$ cat config.mk
export PLATFORM = sky130hd
export DESIGN_NAME = prescaled_down_counter_timer_core
export DESIGN_NICKNAME = d
export VERILOG_FILES = /design/src/rtl/pdct_pkg.sv /design/src/rtl/pdct_clock_path.sv /design/src/rtl/pdct_counter.sv /design/src/rtl/prescaled_down_counter_timer_core.sv
export SDC_FILE = /design/constraint.sdc
export NUM_CORES = 1
export LEC_CHECK = 0
export BUFFER_PORTS_ARGS = -buffer_cell sky130_fd_sc_hd__buf_2
export CORE_ASPECT_RATIO = 1.75
export CORE_MARGIN = 8
export CORE_UTILIZATION = 35
export CTS_BUF_LIST = sky130_fd_sc_hd__clkbuf_8
export CTS_CLUSTER_SIZE = 40
export DETAILED_ROUTE_END_ITERATION = 8
export SLEW_MARGIN = 20
export SYNTH_ARGS = -nofsm -noshare
export SYNTH_HDL_FRONTEND = slang
export SYNTH_SLANG_ARGS = --single-unit
$ cat constraint.sdc
create_clock -name clock -period 2.7 [get_ports clock]
set_input_delay 0.405 -clock clock [delete_from_list [all_inputs] [get_ports clock]]
set_output_delay 0.405 -clock clock [all_outputs]
set_load 0.005 [all_outputs]
$ cat src/rtl/pdct_pkg.sv
// Shared types and constants for the prescaled down-counter timer.
`timescale 1ns / 1ps
package pdct_pkg;

   // Item kinds on the request channel
   typedef enum logic [1:0] {
      KIND_TICK  = 2'd0,
      KIND_CTRL  = 2'd1,
      KIND_READ  = 2'd2,
      KIND_SPARE = 2'd3
   } kind_type;

   // Configuration register indexes
   localparam int CSR_INDEX_BITS = 2;
   localparam logic [CSR_INDEX_BITS-1:0] CSR_PRESCALE   = 2'd0;
   localparam logic [CSR_INDEX_BITS-1:0] CSR_DIV_SELECT = 2'd1;
   localparam logic [CSR_INDEX_BITS-1:0] CSR_RELOAD     = 2'd2;

   // Divider: select 0..4, divide by 2^(select+1)
   localparam int                DIV_SELECT_BITS = 3;
   localparam int                DIV_PHASE_BITS  = 5;
   localparam logic [DIV_SELECT_BITS-1:0] DIV_SELECT_MAX = 3'd4;

   // Per-word control from the front stage to the counter
   typedef struct packed {
      logic tick_fire;   // tick word processed and the divided clock fired
      logic ctrl_fire;   // control word processed
      logic start_req;
      logic manual_update;
      logic auto_reload;
   } cnt_ctrl_type;

endpackage

$ cat src/rtl/pdct_clock_path.sv
// Free-running prescaler and power-of-two divider that produce the counter tick.
`timescale 1ns / 1ps
module pdct_clock_path
   import pdct_pkg::*;
#(
   parameter int PRESCALE_BITS = 8
) (
   input  logic                       clock,
   input  logic                       reset,
   input  logic                       step,
   input  logic [PRESCALE_BITS-1:0]   prescale,
   input  logic [DIV_SELECT_BITS-1:0] divider_select,
   output logic                       tick
);

   logic [PRESCALE_BITS-1:0]  pre_phase_ff, pre_phase_in;
   logic [DIV_PHASE_BITS-1:0] div_phase_ff, div_phase_in;
   logic                      pre_wrap;
   logic [DIV_SELECT_BITS-1:0] sel_clamped;
   logic [DIV_PHASE_BITS:0]   div_span;
   logic [DIV_PHASE_BITS-1:0] div_mask;
   logic [DIV_PHASE_BITS-1:0] div_next;

   // Prescaler wraps at prescale (or beyond, if the register was lowered)
   assign pre_wrap = (pre_phase_ff >= prescale);

   // Divider mask, select above four behaves as four
   assign sel_clamped = (divider_select > DIV_SELECT_MAX) ? DIV_SELECT_MAX : divider_select;
   assign div_span    = (DIV_PHASE_BITS + 1)'(2) << sel_clamped;
   assign div_mask    = DIV_PHASE_BITS'(div_span - (DIV_PHASE_BITS + 1)'(1));
   assign div_next    = (div_phase_ff + DIV_PHASE_BITS'(1)) & div_mask;

   assign tick = pre_wrap && (div_next == '0);

   // Phase updates, only on a processed tick word
   always_comb begin
      pre_phase_in = pre_phase_ff;
      div_phase_in = div_phase_ff;
      if (step) begin
         if (pre_wrap) begin
            pre_phase_in = '0;
            div_phase_in = div_next;
         end else begin
            pre_phase_in = pre_phase_ff + PRESCALE_BITS'(1);
         end
      end
   end

   always_ff @(posedge clock) begin
      if (reset) begin
         pre_phase_ff <= '0;
         div_phase_ff <= '0;
      end else begin
         pre_phase_ff <= pre_phase_in;
         div_phase_ff <= div_phase_in;
      end
   end

endmodule

$ cat src/rtl/pdct_counter.sv
// Down counter with run and auto-reload flags and zero detection.
`timescale 1ns / 1ps
module pdct_counter
   import pdct_pkg::*;
#(
   parameter int COUNT_BITS = 16
) (
   input  logic                  clock,
   input  logic                  reset,
   input  cnt_ctrl_type          ctrl,
   input  logic [COUNT_BITS-1:0] reload_count,
   output logic [COUNT_BITS-1:0] count_next,
   output logic                  running_next,
   output logic                  expired
);

   logic [COUNT_BITS-1:0] count_ff, count_in;
   logic                  run_ff, run_in;
   logic                  reload_ff, reload_in;

   // Next counter state for the word in the front stage
   always_comb begin
      count_in  = count_ff;
      run_in    = run_ff;
      reload_in = reload_ff;
      expired   = 1'b0;
      if (ctrl.tick_fire && run_ff) begin
         if (count_ff == '0) begin
            // running at zero: reload or stop
            if (reload_ff) begin
               count_in = reload_count;
            end else begin
               run_in = 1'b0;
            end
            if (count_in == '0) begin
               expired = 1'b1;
            end
         end else begin
            count_in = count_ff - COUNT_BITS'(1);
            if (count_in == '0) begin
               expired = 1'b1;
               if (!reload_ff) begin
                  run_in = 1'b0;
               end
            end
         end
      end else if (ctrl.ctrl_fire) begin
         if (ctrl.manual_update) begin
            count_in = reload_count;
         end
         run_in    = ctrl.start_req;
         reload_in = ctrl.auto_reload;
      end
   end

   assign count_next   = count_in;
   assign running_next = run_in;

   always_ff @(posedge clock) begin
      if (reset) begin
         count_ff  <= '0;
         run_ff    <= 1'b0;
         reload_ff <= 1'b0;
      end else begin
         count_ff  <= count_in;
         run_ff    <= run_in;
         reload_ff <= reload_in;
      end
   end

endmodule

$ cat src/rtl/prescaled_down_counter_timer_core.sv
// Top level of the prescaled down-counter timer channel.
`timescale 1ns / 1ps
// One timer channel. Each tick word stands for one source clock cycle; the
// source goes through a prescaler (divide by prescale+1) and a divider
// (divide by 2^(select+1), select clamped to four), and each divided tick
// decrements the counter while it runs (at zero it reloads or stops). Control
// words load, start, stop and set auto-reload; read words just report the
// count. Every request word gives exactly one response word. The block takes
// one word per clock cycle while it is not stalled; a word is registered in
// the input register and processed when it advances: the counter and phase
// state update and its response is registered at that same edge, so the next
// word sees the new state at once. While a response is stalled the input
// register holds one more word and then the input stalls. Configuration
// writes take effect at the next clock edge and are meant to be made while the
// block is idle.
module prescaled_down_counter_timer_core
   import pdct_pkg::*;
#(
   parameter int COUNT_BITS    = 16,
   parameter int PRESCALE_BITS = 8
) (
   input  logic                  clock,
   input  logic                  reset,
   // configuration
   input  logic                  csr_we,
   input  logic [CSR_INDEX_BITS-1:0] csr_index,
   input  logic [((COUNT_BITS > PRESCALE_BITS) ? COUNT_BITS : PRESCALE_BITS)-1:0] csr_wdata,
   // request channel
   input  logic                  req_valid,
   output logic                  req_stall,
   input  logic [1:0]            req_kind,
   input  logic                  req_start_req,
   input  logic                  req_manual_update,
   input  logic                  req_auto_reload,
   // response channel
   output logic                  rsp_valid,
   input  logic                  rsp_stall,
   output logic [COUNT_BITS-1:0] rsp_count_value,
   output logic                  rsp_expired_pulse,
   output logic                  rsp_running
);

   // Configuration registers
   logic [PRESCALE_BITS-1:0]   prescale_ff;
   logic [DIV_SELECT_BITS-1:0] div_select_ff;
   logic [COUNT_BITS-1:0]      reload_count_ff;

   always_ff @(posedge clock) begin
      if (reset) begin
         prescale_ff     <= '0;
         div_select_ff   <= '0;
         reload_count_ff <= '0;
      end else if (csr_we) begin
         case (csr_index)
            CSR_PRESCALE:   prescale_ff     <= csr_wdata[PRESCALE_BITS-1:0];
            CSR_DIV_SELECT: div_select_ff   <= csr_wdata[DIV_SELECT_BITS-1:0];
            CSR_RELOAD:     reload_count_ff <= csr_wdata[COUNT_BITS-1:0];
            default: ;
         endcase
      end
   end

   // Input stage
   logic     in_valid_ff, in_valid_in;
   kind_type in_kind_ff;
   logic     in_start_ff, in_manual_ff, in_auto_ff;
   logic     req_take;
   logic     advance;
   logic     rsp_valid_ff, rsp_valid_in;

   assign advance   = in_valid_ff && (!rsp_valid_ff || !rsp_stall);
   assign req_stall = in_valid_ff && !advance;
   assign req_take  = req_valid && !req_stall;

   always_comb begin
      in_valid_in = in_valid_ff;
      if (req_take) begin
         in_valid_in = 1'b1;
      end else if (advance) begin
         in_valid_in = 1'b0;
      end
   end

   always_ff @(posedge clock) begin
      if (reset) begin
         in_valid_ff <= 1'b0;
      end else begin
         in_valid_ff <= in_valid_in;
      end
   end

   always_ff @(posedge clock) begin
      if (req_take) begin
         in_kind_ff   <= kind_type'(req_kind);
         in_start_ff  <= req_start_req;
         in_manual_ff <= req_manual_update;
         in_auto_ff   <= req_auto_reload;
      end
   end

   // Processing: clock path and counter
   logic         step_tick;
   logic         div_tick;
   cnt_ctrl_type cnt_ctrl;
   logic [COUNT_BITS-1:0] count_next;
   logic         running_next;
   logic         expired;

   assign step_tick = advance && (in_kind_ff == KIND_TICK);

   pdct_clock_path #(
      .PRESCALE_BITS (PRESCALE_BITS)
   ) u_clock_path (
      .clock          (clock),
      .reset          (reset),
      .step           (step_tick),
      .prescale       (prescale_ff),
      .divider_select (div_select_ff),
      .tick           (div_tick)
   );

   always_comb begin
      cnt_ctrl.tick_fire     = step_tick && div_tick;
      cnt_ctrl.ctrl_fire     = advance && (in_kind_ff == KIND_CTRL);
      cnt_ctrl.start_req     = in_start_ff;
      cnt_ctrl.manual_update = in_manual_ff;
      cnt_ctrl.auto_reload   = in_auto_ff;
   end

   pdct_counter #(
      .COUNT_BITS (COUNT_BITS)
   ) u_counter (
      .clock        (clock),
      .reset        (reset),
      .ctrl         (cnt_ctrl),
      .reload_count (reload_count_ff),
      .count_next   (count_next),
      .running_next (running_next),
      .expired      (expired)
   );

   // Response register
   logic [COUNT_BITS-1:0] rsp_count_ff;
   logic                  rsp_expired_ff;
   logic                  rsp_running_ff;

   always_comb begin
      rsp_valid_in = rsp_valid_ff && rsp_stall;
      if (advance) begin
         rsp_valid_in = 1'b1;
      end
   end

   always_ff @(posedge clock) begin
      if (reset) begin
         rsp_valid_ff <= 1'b0;
      end else begin
         rsp_valid_ff <= rsp_valid_in;
      end
   end

   always_ff @(posedge clock) begin
      if (advance) begin
         rsp_count_ff   <= count_next;
         rsp_expired_ff <= expired;
         rsp_running_ff <= running_next;
      end
   end

   assign rsp_valid         = rsp_valid_ff;
   assign rsp_count_value   = rsp_count_ff;
   assign rsp_expired_pulse = rsp_expired_ff;
   assign rsp_running       = rsp_running_ff;

endmodule
==> results of run 1 <==
==> area by class of cell <==
type                            count  area share (%)
Clock inverter                      7           1.347
Sequential cell                    83           38.41
Timing Repair Buffer               61           7.165
Clock buffer                        9           2.515
Inverter                           21           1.601
Multi-Input combinational cell    352           44.77
Tap cell                          165           4.192
==> layer usage <==
metal  routed length (um)  track usage (%)  vias up
met5                    0                0        -
met3                  399            3.125       29
met1                 4285            14.06     1733
met2                 6207            26.97       81
li1                     -                -     1841
met4                  550            10.11        0
==> flip-flops by register name (all words and copies together) (netlist names), 2 cells and up <==
| register | flops |
|---|---|
| reload_count_ff | 16 |
| rsp_count_value | 16 |
| u_counter.count_ff | 16 |
| prescale_ff | 8 |
| u_clock_path.pre_phase_ff | 8 |
| u_clock_path.div_phase_ff | 5 |
| div_select_ff | 3 |
| in_kind_ff | 2 |
==> placed cells by master (no fill, tap or decap), types with 6 or more instances in the layout <==
cell,netlist,routed
nor2_1,70,70
dfxtp_1,60,60
a21oi_1,52,52
nand2_1,49,49
buf_2,9,47
edfxtp_1,23,23
inv_1,21,21
nor3_1,17,17
a211oi_1,16,16
ha_1,13,13
buf_4,0,13
mux2_2,12,12
mux2i_1,11,11
clkbuf_8,0,9
nand4_1,8,8
nand3_1,7,7
o21ai_0,7,7
nor4_1,7,7
xnor2_1,6,6
==> logic make-up (layout without fill, tap and decap cells) <==
kind of cell | count (synthesis) | after routing | share of synthesized area [%]
buffers and inverters | 51 | 98 | 5.046
flip-flops | 83 | 83 | 43.85
AND/OR/NAND/NOR | 192 | 192 | 21.95
AO/OA/AOI/OAI | 115 | 115 | 17.87
adder cells (fa/ha/maj) | 13 | 13 | 3.770
multiplexers | 23 | 23 | 5.685
XOR/XNOR | 9 | 9 | 1.827
==> report_power, final <==
part	internal [uW]	switching [uW]	total (uW)
Sequential	1310	24.1	1330
Combinational	73.7	111	185
Clock	425	472	897
==> synth_stat cells, drive strengths merged (9+ instances only) <==
cell     n  area (sq um)
nor2    70         262.8
dfxtp   60          1201
a21oi   53         269.0
nand2   50         190.2
edfxtp  23         690.7
inv     21         78.83
a211oi  19         157.7
clkbuf  19         71.32
nor3    19         117.6
ha      13         162.7
mux2    12         135.1
buf     11         67.56
mux2i   11         110.1
nor4     9         77.57
==> worst reg2reg max path, cell delays in order, from the launching register on <==
cell	delay, ps
dfxtp_1	430
inv_1	70
ha_1	260
nand2b_1	140
a2111oi_0	410
o311a_1	300
nor3_4	70
buf_12	190
a211oi_1	300
a21oi_1	80
==> through the flow <==
stage	cell area, sq um	power (uW)	setup WS [ps]	utilization, %
after floorplan	4314	1466	315.5	-
after global placement	4735	1547	301.9	39.45
after detailed placement	4735	1550	183.4	39.45
after CTS	4925	2445	176.4	41.03
after global routing	4925	2516	4.776	41.03
final	4925	2415	207.2	41.03
==> worst paths after layout <==
path | start | to
setup / recovery | u_clock_path.pre_phase_ff[0]$_SDFFE_PP0P_ | rsp_count_value[15]$_DFFE_PP_
setup reg to reg | u_clock_path.pre_phase_ff[0]$_SDFFE_PP0P_ | rsp_count_value[15]$_DFFE_PP_
hold / removal | req_kind[1] | in_kind_ff[1]$_DFFE_PP_
hold reg to reg | reload_count_ff[3]$_SDFFE_PP0P_ | reload_count_ff[3]$_SDFFE_PP0P_
==> impl_metrics.env, run 1 <==
export IMPL_status="finished clean"
export IMPL_path_delay_family="compound AO/OA/AOI/OAI gates"
export IMPL_setup_violations=0
export IMPL_rsz0062_at_grt="no"
export IMPL_required_ps=2800
export IMPL_ys_types=63
export IMPL_htreeDepth=3
export IMPL_final_hold_violation_count=0
export IMPL_p_per_area_nw_per_um2=490.5
export IMPL_antennaDiodeCount=0
export IMPL_routed_via_density=5.278
export IMPL_placed_cells=682
export IMPL_yosys_warnings=0
export IMPL_cp_depth=9
export IMPL_final_antenna_net_count=0
export IMPL_synth_edff_count=23
export IMPL_clock_skew_ps=10.29
export IMPL_postRouteWirelength_mm=11.44
export IMPL_synth_async_reset_ratio_pct=0
export IMPL_rr_worst_depth=9
export IMPL_synth_seq_cells=83
export IMPL_ys_seq_area_share_pct=43.85
export IMPL_critPathMaxStageDelay_ps=430
export IMPL_timing_hold_ws_ps=220.9
export IMPL_cpMaxStageDelayCell="dfxtp_1"
export IMPL_grt_first_pass_wirelength_mm=18.57
export IMPL_ff_latch_area_sq_um=1892
export IMPL_critical_path_arrival_ps=2590
export IMPL_cts_hold_buf=0
export IMPL_grt_max_degree=44
export IMPL_clock_path_buffers=2
export IMPL_die_w_um=99.93
export IMPL_avgSynthCellArea_sq_um=8.877
export IMPL_firstDrtPassIters=4
export IMPL_worstSetupPathType="flop to flop"
export IMPL_ir_drop_uv=251.7
export IMPL_cts_tree="built"
export IMPL_p_leak_uw=0.001888
export IMPL_clock_sinks=83
export IMPL_die_area_sq_um=16270
export IMPL_stdcell_count=698
export IMPL_endpoint_kind="flop"
export IMPL_num_vias=3684
export IMPL_whs_path_depth=1
export IMPL_syn_inst=486
export IMPL_nets=569
export IMPL_port_buffers=47
export IMPL_cts_clk_slew_worst_paths_ps=90
export IMPL_initial_core_util_pct=35.94
export IMPL_grt_pass1_vias=3658
export IMPL_min_period_ps=2493
export IMPL_hpwlAfterDp_mm=8.726
export IMPL_fin_setup_tns_ps=0
export IMPL_synth_net_count=527
export IMPL_cts_buffers=9
export IMPL_multi_input_area_sq_um=2205
export IMPL_root_buffer="clkbuf_8"
export IMPL_timing_fmax_ghz=0.4012
export IMPL_drv_cap=0
export IMPL_crit_fanout=43
export IMPL_ioPinCount=48
export IMPL_timing_critical_path_cells="inv_1 -> ha_1 -> nand2b_1 -> a2111oi_0 -> o311a_1 -> nor3_4 -> buf_12 -> a211oi_1 -> a21oi_1"
export IMPL_drive_gt1_share_pct=19.32
export IMPL_clk_latency_ps=360
export IMPL_n_fill_cell=1245
export IMPL_num_rows=53
export IMPL_cts_resized=0
export IMPL_remaining_drc_errors=0
export IMPL_drt_iter0_markers=211
export IMPL_cp_start_kind="flop"
export IMPL_coreArea_sq_um=12000
export IMPL_synthFlopType="dfxtp_1"
export IMPL_tightest_slew_ps=772.7
export IMPL_synth_area_sq_um=4314
export IMPL_slew_viol_final=0
export IMPL_gp_congestion=0.8735
export IMPL_wl_per_cell_um=16.39
export IMPL_die_y_um=162.9
export IMPL_antenna_found_initial=0
export IMPL_hp_class="input port to flop"
export IMPL_postCtsSetupRepairBufs=0
export IMPL_grt_ovfl_total=0
export IMPL_syn2layout_area_growth_pct=14.15
export IMPL_relSlewSlack_pct=48.43
export IMPL_grt_util_all_layers_pct=14.66
export IMPL_period_share_pct=92.33
export IMPL_critPathBufInv=2
export IMPL_reg2reg_slack_ps=210
No activity file was read; power rests on OpenSTA's default activity.
==> run 2: changes to the inputs <==
--- a/config.mk
+++ b/config.mk
@@ -12,6 +12,8 @@
 export CTS_BUF_LIST = sky130_fd_sc_hd__clkbuf_8
 export CTS_CLUSTER_SIZE = 40
 export DETAILED_ROUTE_END_ITERATION = 8
+export MAX_ROUTING_LAYER = met4
+export PLACE_DENSITY_LB_ADDON = 0.25
 export SLEW_MARGIN = 20
 export SYNTH_ARGS = -nofsm -noshare
 export SYNTH_HDL_FRONTEND = slang
==> run 2 against run 1 <==
Against the previous run:
- combinational power hardly changed
- maximum frequency up 0.61%
- die area unchanged
- clock power decreased by 8.0%
- register-to-register slack gained 20 ps
- non-clock buffer count increased by 1
- cell area down 0.13%
- critical path type unchanged
- largest cell class unchanged
- highest routed layer unchanged
==> impl_metrics.env, run 2 (synthesis results as in run 1) <==
export IMPL_postRouteWirelength_mm=11.73
export IMPL_n_fill_cell=1240
export IMPL_grt_ovfl_total=0
export IMPL_drt_iter0_markers=241
export IMPL_setup_violations=0
export IMPL_seqPwrFrac_pct=56.8
export IMPL_drive_gt1_share_pct=19.48
export IMPL_firstDrtPassIters=4
export IMPL_p_leak_uw=0.001876
export IMPL_wl_per_cell_um=16.78
export IMPL_pwr_share_clk_pct=35.2
export IMPL_mostFrequentLayoutCells="nor2_1, dfxtp_1, a21oi_1, nand2_1, buf_2"
export IMPL_die_y_um=162.9
export IMPL_routed_via_density=5.293
export IMPL_grt_util_all_layers_pct=15.21
export IMPL_num_rows=53
export IMPL_ff_latch_area_sq_um=1892
export IMPL_required_ps=2820
export IMPL_antennaDiodeCount=0
export IMPL_clk_latency_ps=370
export IMPL_grt_first_pass_wirelength_mm=18.77
export IMPL_grt_pass1_vias=3697
export IMPL_clock_skew_ps=14.74
export IMPL_die_area_sq_um=16270
export IMPL_port_buffers=47
export IMPL_whs_path_depth=1
export IMPL_num_vias=3700
export IMPL_root_buffer="clkbuf_8"
export IMPL_timing_hold_ws_ps=228.2
export IMPL_tightest_slew_ps=664.2
export IMPL_initial_core_util_pct=35.94
export IMPL_nets=570
export IMPL_relSlewSlack_pct=55.59
export IMPL_critical_path_arrival_ps=2590
export IMPL_worstSetupPathType="flop to flop"
export IMPL_syn2layout_area_growth_pct=14.01
export IMPL_gp_congestion=0.8928
export IMPL_cts_resized=0
export IMPL_fin_setup_tns_ps=0
export IMPL_rsz0062_at_grt="no"
export IMPL_power_switching_uw=623.2
export IMPL_slew_viol_final=0
export IMPL_final_antenna_net_count=0
export IMPL_p_per_area_nw_per_um2=477.0
export IMPL_clock_sinks=83
export IMPL_layout_commonest_cell="nor2_1"
export IMPL_hp_class="input port to flop"
export IMPL_hpwlAfterDp_mm=9.005
export IMPL_timing_fmax_ghz=0.4036
export IMPL_cts_tree="built"
export IMPL_cp_start_kind="flop"
export IMPL_die_w_um=99.93
export IMPL_intPower_uw=1723
export IMPL_multi_input_area_sq_um=2205
export IMPL_postCtsSetupRepairBufs=0
export IMPL_antenna_found_initial=0
export IMPL_cts_hold_buf=0
export IMPL_drv_cap=0
export IMPL_switching_share_pct=26.57
export IMPL_total_power_uw=2346
export IMPL_reg2reg_slack_ps=220
export IMPL_min_period_ps=2478
export IMPL_pwr_share_comb_pct=8.0
export IMPL_htreeDepth=3
export IMPL_rr_worst_depth=9
export IMPL_crit_fanout=43
export IMPL_ioPinCount=48
export IMPL_cts_buffers=9
export IMPL_cts_clk_slew_worst_paths_ps=90
export IMPL_ir_drop_uv=316.8
export IMPL_coreArea_sq_um=12000
export IMPL_final_hold_violation_count=0
export IMPL_period_share_pct=91.76
export IMPL_status="finished clean"
export IMPL_clock_path_buffers=2
export IMPL_endpoint_kind="flop"
export IMPL_remaining_drc_errors=0
export IMPL_grt_max_degree=44
-- run 2: final cells by class --
type / count / share of cell area, %
Clock buffer: 9 / 2.518
Inverter: 21 / 1.603
Clock inverter: 7 / 1.068
Multi-Input combinational cell: 352 / 44.82
Tap cell: 165 / 4.197
Sequential cell: 83 / 38.46
Timing Repair Buffer: 62 / 7.326
-- run 2: metrics by stage --
stage          setup WS (ps)  utilization [%]  cell area, sq um  cells
2_1_floorplan          315.5                -              4314    486
3_3_place_gp           284.2            39.51              4742    683
3_5_place_dp           199.2            39.51              4742    683
4_1_cts                211.4            40.98              4918    699
5_1_grt                47.87            40.98              4918    699
6_report               222.4            40.98              4918    699
-- run 2: power by group through the flow --
stage | Clock (uW) | Combinational [uW] | Sequential (uW)
CTS | 858 | 190 | 1330
detailed placement | 0 | 189 | 1360
floorplan | 0 | 111 | 1360
global placement | 0 | 188 | 1360
finish | 825 | 187 | 1330
global route | 901 | 209 | 1340
-- run 2: per-layer routing --
metal	routed length (um)	share of wire, %	GRT usage [%]	up-vias
li1	-	-	-	1844
met1	4367	37	14.07	1759
met2	6585	56	28.44	72
met3	310	2.6	2.526	25
met4	467	4.0	8.726	0
met5	0	0	-	-
-- run 2: worst max-delay path, cell delays in order, from the launching register on --
cell	delay, ps
dfxtp_1	420
inv_1	70
ha_1	270
nand2b_1	130
a2111oi_0	410
o311a_1	310
nor3_4	70
buf_12	180
a211oi_1	290
a21oi_1	80
-- run 2: final timing paths --
path,from,to
setup / recovery,u_clock_path.pre_phase_ff[0]$_SDFFE_PP0P_,rsp_count_value[15]$_DFFE_PP_
hold reg to reg,reload_count_ff[8]$_SDFFE_PP0P_,reload_count_ff[8]$_SDFFE_PP0P_
setup reg to reg,u_clock_path.pre_phase_ff[0]$_SDFFE_PP0P_,rsp_count_value[15]$_DFFE_PP_
hold / removal,req_manual_update,in_manual_ff$_DFFE_PP_
==> run 3: changes to the inputs <==
--- a/config.mk
+++ b/config.mk
@@ -5,6 +5,7 @@
 export SDC_FILE = /design/constraint.sdc
 export NUM_CORES = 1
 export LEC_CHECK = 0
+export ABC_AREA = 1
 export BUFFER_PORTS_ARGS = -buffer_cell sky130_fd_sc_hd__buf_2
 export CORE_ASPECT_RATIO = 1.75
 export CORE_MARGIN = 8
==> run 3 against run 2 <==
Against the previous run:
- synthesized cell count grew 22%
- setup slack lost 40 ps
- total power grew 7.9%
- maximum frequency fell by 1.6%
- register-to-register slack lost 40 ps
- critical endpoint is now rsp_running$_DFFE_PP_
==> impl_metrics.env, run 3 <==
export IMPL_status="finished clean"
export IMPL_die_y_um=164.0
export IMPL_drive_gt1_share_pct=14.57
export IMPL_endpoint_kind="flop"
export IMPL_synth_async_reset_ratio_pct=0
export IMPL_synth_top_cell_by_area="dfxtp_1"
export IMPL_coreArea_sq_um=12360
export IMPL_relSlewSlack_pct=42.89
export IMPL_htreeDepth=3
export IMPL_antenna_found_initial=0
export IMPL_gp_congestion=0.9012
export IMPL_mostFrequentLayoutCells="nand2_1, inv_1, o21ai_0, dfxtp_1, nor2_1"
export IMPL_use_met3_pct=3.183
export IMPL_crit_fanout=13
export IMPL_gr_max_usage_layer="met2"
export IMPL_syn2layout_area_growth_pct=14.09
export IMPL_root_buffer="clkbuf_8"
export IMPL_timing_critical_path_cells="inv_1 -> ha_1 -> nand2_1 -> nor2_1 -> nand4_1 -> o2111ai_1 -> nand2_2 -> nor2_2 -> buf_4 -> nand3_1 -> nand2_1 -> inv_1"
export IMPL_synth_edff_count=23
export IMPL_slew_viol_final=0
export IMPL_cp_depth=12
export IMPL_clock_sinks=83
export IMPL_postRouteWirelength_mm=11.59
export IMPL_nets=681
export IMPL_tightest_slew_ps=855.7
export IMPL_yosys_warnings=0
export IMPL_min_period_ps=2517
export IMPL_timing_fmax_ghz=0.3973
export IMPL_clock_skew_ps=14.16
export IMPL_period_share_pct=93.23
export IMPL_placed_area_sq_um=4773
export IMPL_hp_class="input port to flop"
export IMPL_worstSetupPathType="flop to flop"
export IMPL_synth_top_area_share_pct=27.43
export IMPL_r2r_start="prescale_ff[7]$_SDFFE_PP0P_"
export IMPL_timing_rr_end="rsp_running$_DFFE_PP_"
export IMPL_final_antenna_net_count=0
export IMPL_cts_tree="built"
export IMPL_clk_latency_ps=370
export IMPL_num_vias=3890
export IMPL_grt_first_pass_wirelength_mm=18.39
export IMPL_critPathBufInv=3
export IMPL_design_area_sq_um=4996
export IMPL_cp_endpoint="rsp_running$_DFFE_PP_"
export IMPL_initial_core_util_pct=35.42
export IMPL_p_per_area_nw_per_um2=506.5
export IMPL_firstDrtPassIters=4
export IMPL_drv_cap=0
export IMPL_seqPwrFrac_pct=53.1
export IMPL_cp_start_kind="flop"
export IMPL_avgSynthCellArea_sq_um=7.385
export IMPL_rsz0062_at_grt="no"
export IMPL_rr_worst_depth=12
export IMPL_gr_usage_met1_pct=14.41
export IMPL_fin_setup_tns_ps=0
export IMPL_grt_util_all_layers_pct=14.88
export IMPL_port_buffers=47
export IMPL_die_w_um=100.6
export IMPL_grt_max_degree=33
export IMPL_switching_share_pct=25.55
export IMPL_clock_path_buffers=2
export IMPL_pwr_share_comb_pct=8.9
export IMPL_intPower_uw=1884
export IMPL_cts_buffers=9
export IMPL_synth_net_count=634
export IMPL_remaining_drc_errors=0
export IMPL_pwr_share_clk_pct=38.1
export IMPL_num_rows=54
export IMPL_critical_path_arrival_ps=2650
export IMPL_ir_drop_uv=275.4
export IMPL_syn_inst=593
export IMPL_p_leak_uw=0.002164
export IMPL_synth_area_sq_um=4379
export IMPL_synth_most_common_cell="nand2_1"
export IMPL_ioPinCount=48
export IMPL_synth_seq_cells=83
export IMPL_wl_per_cell_um=14.25
export IMPL_critPathMaxStageDelay_ps=410
export IMPL_synth_area_leaders="dfxtp_1, edfxtp_1, nand2_1, o21ai_0, inv_1"
export IMPL_reg2reg_slack_ps=180
export IMPL_use_met2_pct=27.64
export IMPL_cts_hold_buf=0
export IMPL_synthFlopType="dfxtp_1"
export IMPL_path_delay_family="simple AND/OR/NAND/NOR gates"
export IMPL_ys_types=35
export IMPL_power_switching_uw=646.6
export IMPL_hpwlAfterDp_mm=8.801
export IMPL_synthTopCellsByCount="nand2_1, inv_1, o21ai_0"
export IMPL_drt_iter0_markers=165
export IMPL_routed_via_density=4.785
export IMPL_layout_commonest_cell="nand2_1"
export IMPL_required_ps=2840
export IMPL_cpMaxStageDelayCell="nor2_2"
export IMPL_grt_ovfl_total=0
export IMPL_cts_clk_slew_worst_paths_ps=100
export IMPL_die_area_sq_um=16490
export IMPL_setup_violations=0
export IMPL_final_hold_violation_count=0
export IMPL_critical_path_startpoint="prescale_ff[7]$_SDFFE_PP0P_"
export IMPL_ys_seq_area_share_pct=43.20
export IMPL_grt_pass1_vias=3828
export IMPL_antennaDiodeCount=0
-- run 3: cell count changes in the layout (fill, tap and decap cells not counted), moves of 5 or more --
cell      before  now
o21ai_0        7   69
mux2i_1       11    0
mux2_2        12    0
buf_4         14    9
a211oi_1      16    0
o21ai_1        0   13
inv_1         21   70
nor2_1        70   53
nand2_1       49  150
nor3_1        17    4
nand3_1        7   20
-- run 3: how the worst min path moves through the flow --
stage / startpoint / to / slack [ps] / cells past startpoint
global placement: prescale_ff[3]$_SDFFE_PP0P_ / prescale_ff[3]$_SDFFE_PP0P_ / 440 / 2
CTS: req_kind[1] / in_kind_ff[1]$_DFFE_PP_ / 190 / 1
floorplan: prescale_ff[1]$_SDFFE_PP0P_ / prescale_ff[1]$_SDFFE_PP0P_ / 440 / 2
detailed placement: prescale_ff[1]$_SDFFE_PP0P_ / prescale_ff[1]$_SDFFE_PP0P_ / 450 / 2
global route: req_auto_reload / in_auto_ff$_DFFE_PP_ / 180 / 1
finish: req_kind[1] / in_kind_ff[1]$_DFFE_PP_ / 220 / 1
-- run 3: per-stage QoR --
step / worst slack [ps] / util, % / instances / power, uW / hold WS, ps
floorplan: 827.6 / - / 593 / 1514 / 435.3
global placement: 302.2 / 38.61 / 796 / 1594 / 444.6
detailed placement: 205.8 / 38.61 / 796 / 1598 / 449.8
CTS: 168.7 / 40.32 / 812 / 2560 / 192.6
global route: 7.726 / 40.41 / 813 / 2642 / 183.9
finish: 182.8 / 40.41 / 813 / 2530 / 218.2
-- run 3: power by group through the flow --
stage,logic [uW],registers (uW),clock network [uW]
2_1_floorplan,147,1370,0
3_3_place_gp,223,1370,0
3_5_place_dp,226,1370,0
4_1_cts,227,1340,990
5_1_grt,254,1350,1040
6_report,224,1340,964
-- run 3: timing repair --
item,4_1_cts,5_1_grt
setup buffers,0,1
setup endpoints to repair,0,12
resized for setup,0,1
hold endpoints to repair,0,0
-- run 3: cell families after synthesis --
family	count (synthesis)	synth area share (%)
AO/OA/AOI/OAI	136	15.94
XOR/XNOR	8	1.600
adder cells (fa/ha/maj)	13	3.714
buffers and inverters	91	8.629
flip-flops	83	43.20
AND/OR/NAND/NOR	262	26.91
-- run 3: layout make-up --
| type | count | area (sq um) |
|---|---|---|
| Fill cell | 1325 | 7368 |
| Multi-Input combinational cell | 419 | 2110 |
| Sequential cell | 83 | 1892 |
| Timing Repair Buffer | 56 | 302.8 |
| Inverter | 71 | 270.3 |
| Tap cell | 168 | 210.2 |
| Clock buffer | 11 | 151.4 |
| Clock inverter | 5 | 60.06 |
-- run 3: layer usage --
| layer | wire [um] | up-vias |
|---|---|---|
| li1 | - | 2030 |
| met1 | 4505 | 1776 |
| met2 | 6494 | 71 |
| met3 | 396 | 13 |
| met4 | 191 | 0 |
| met5 | 0 | - |
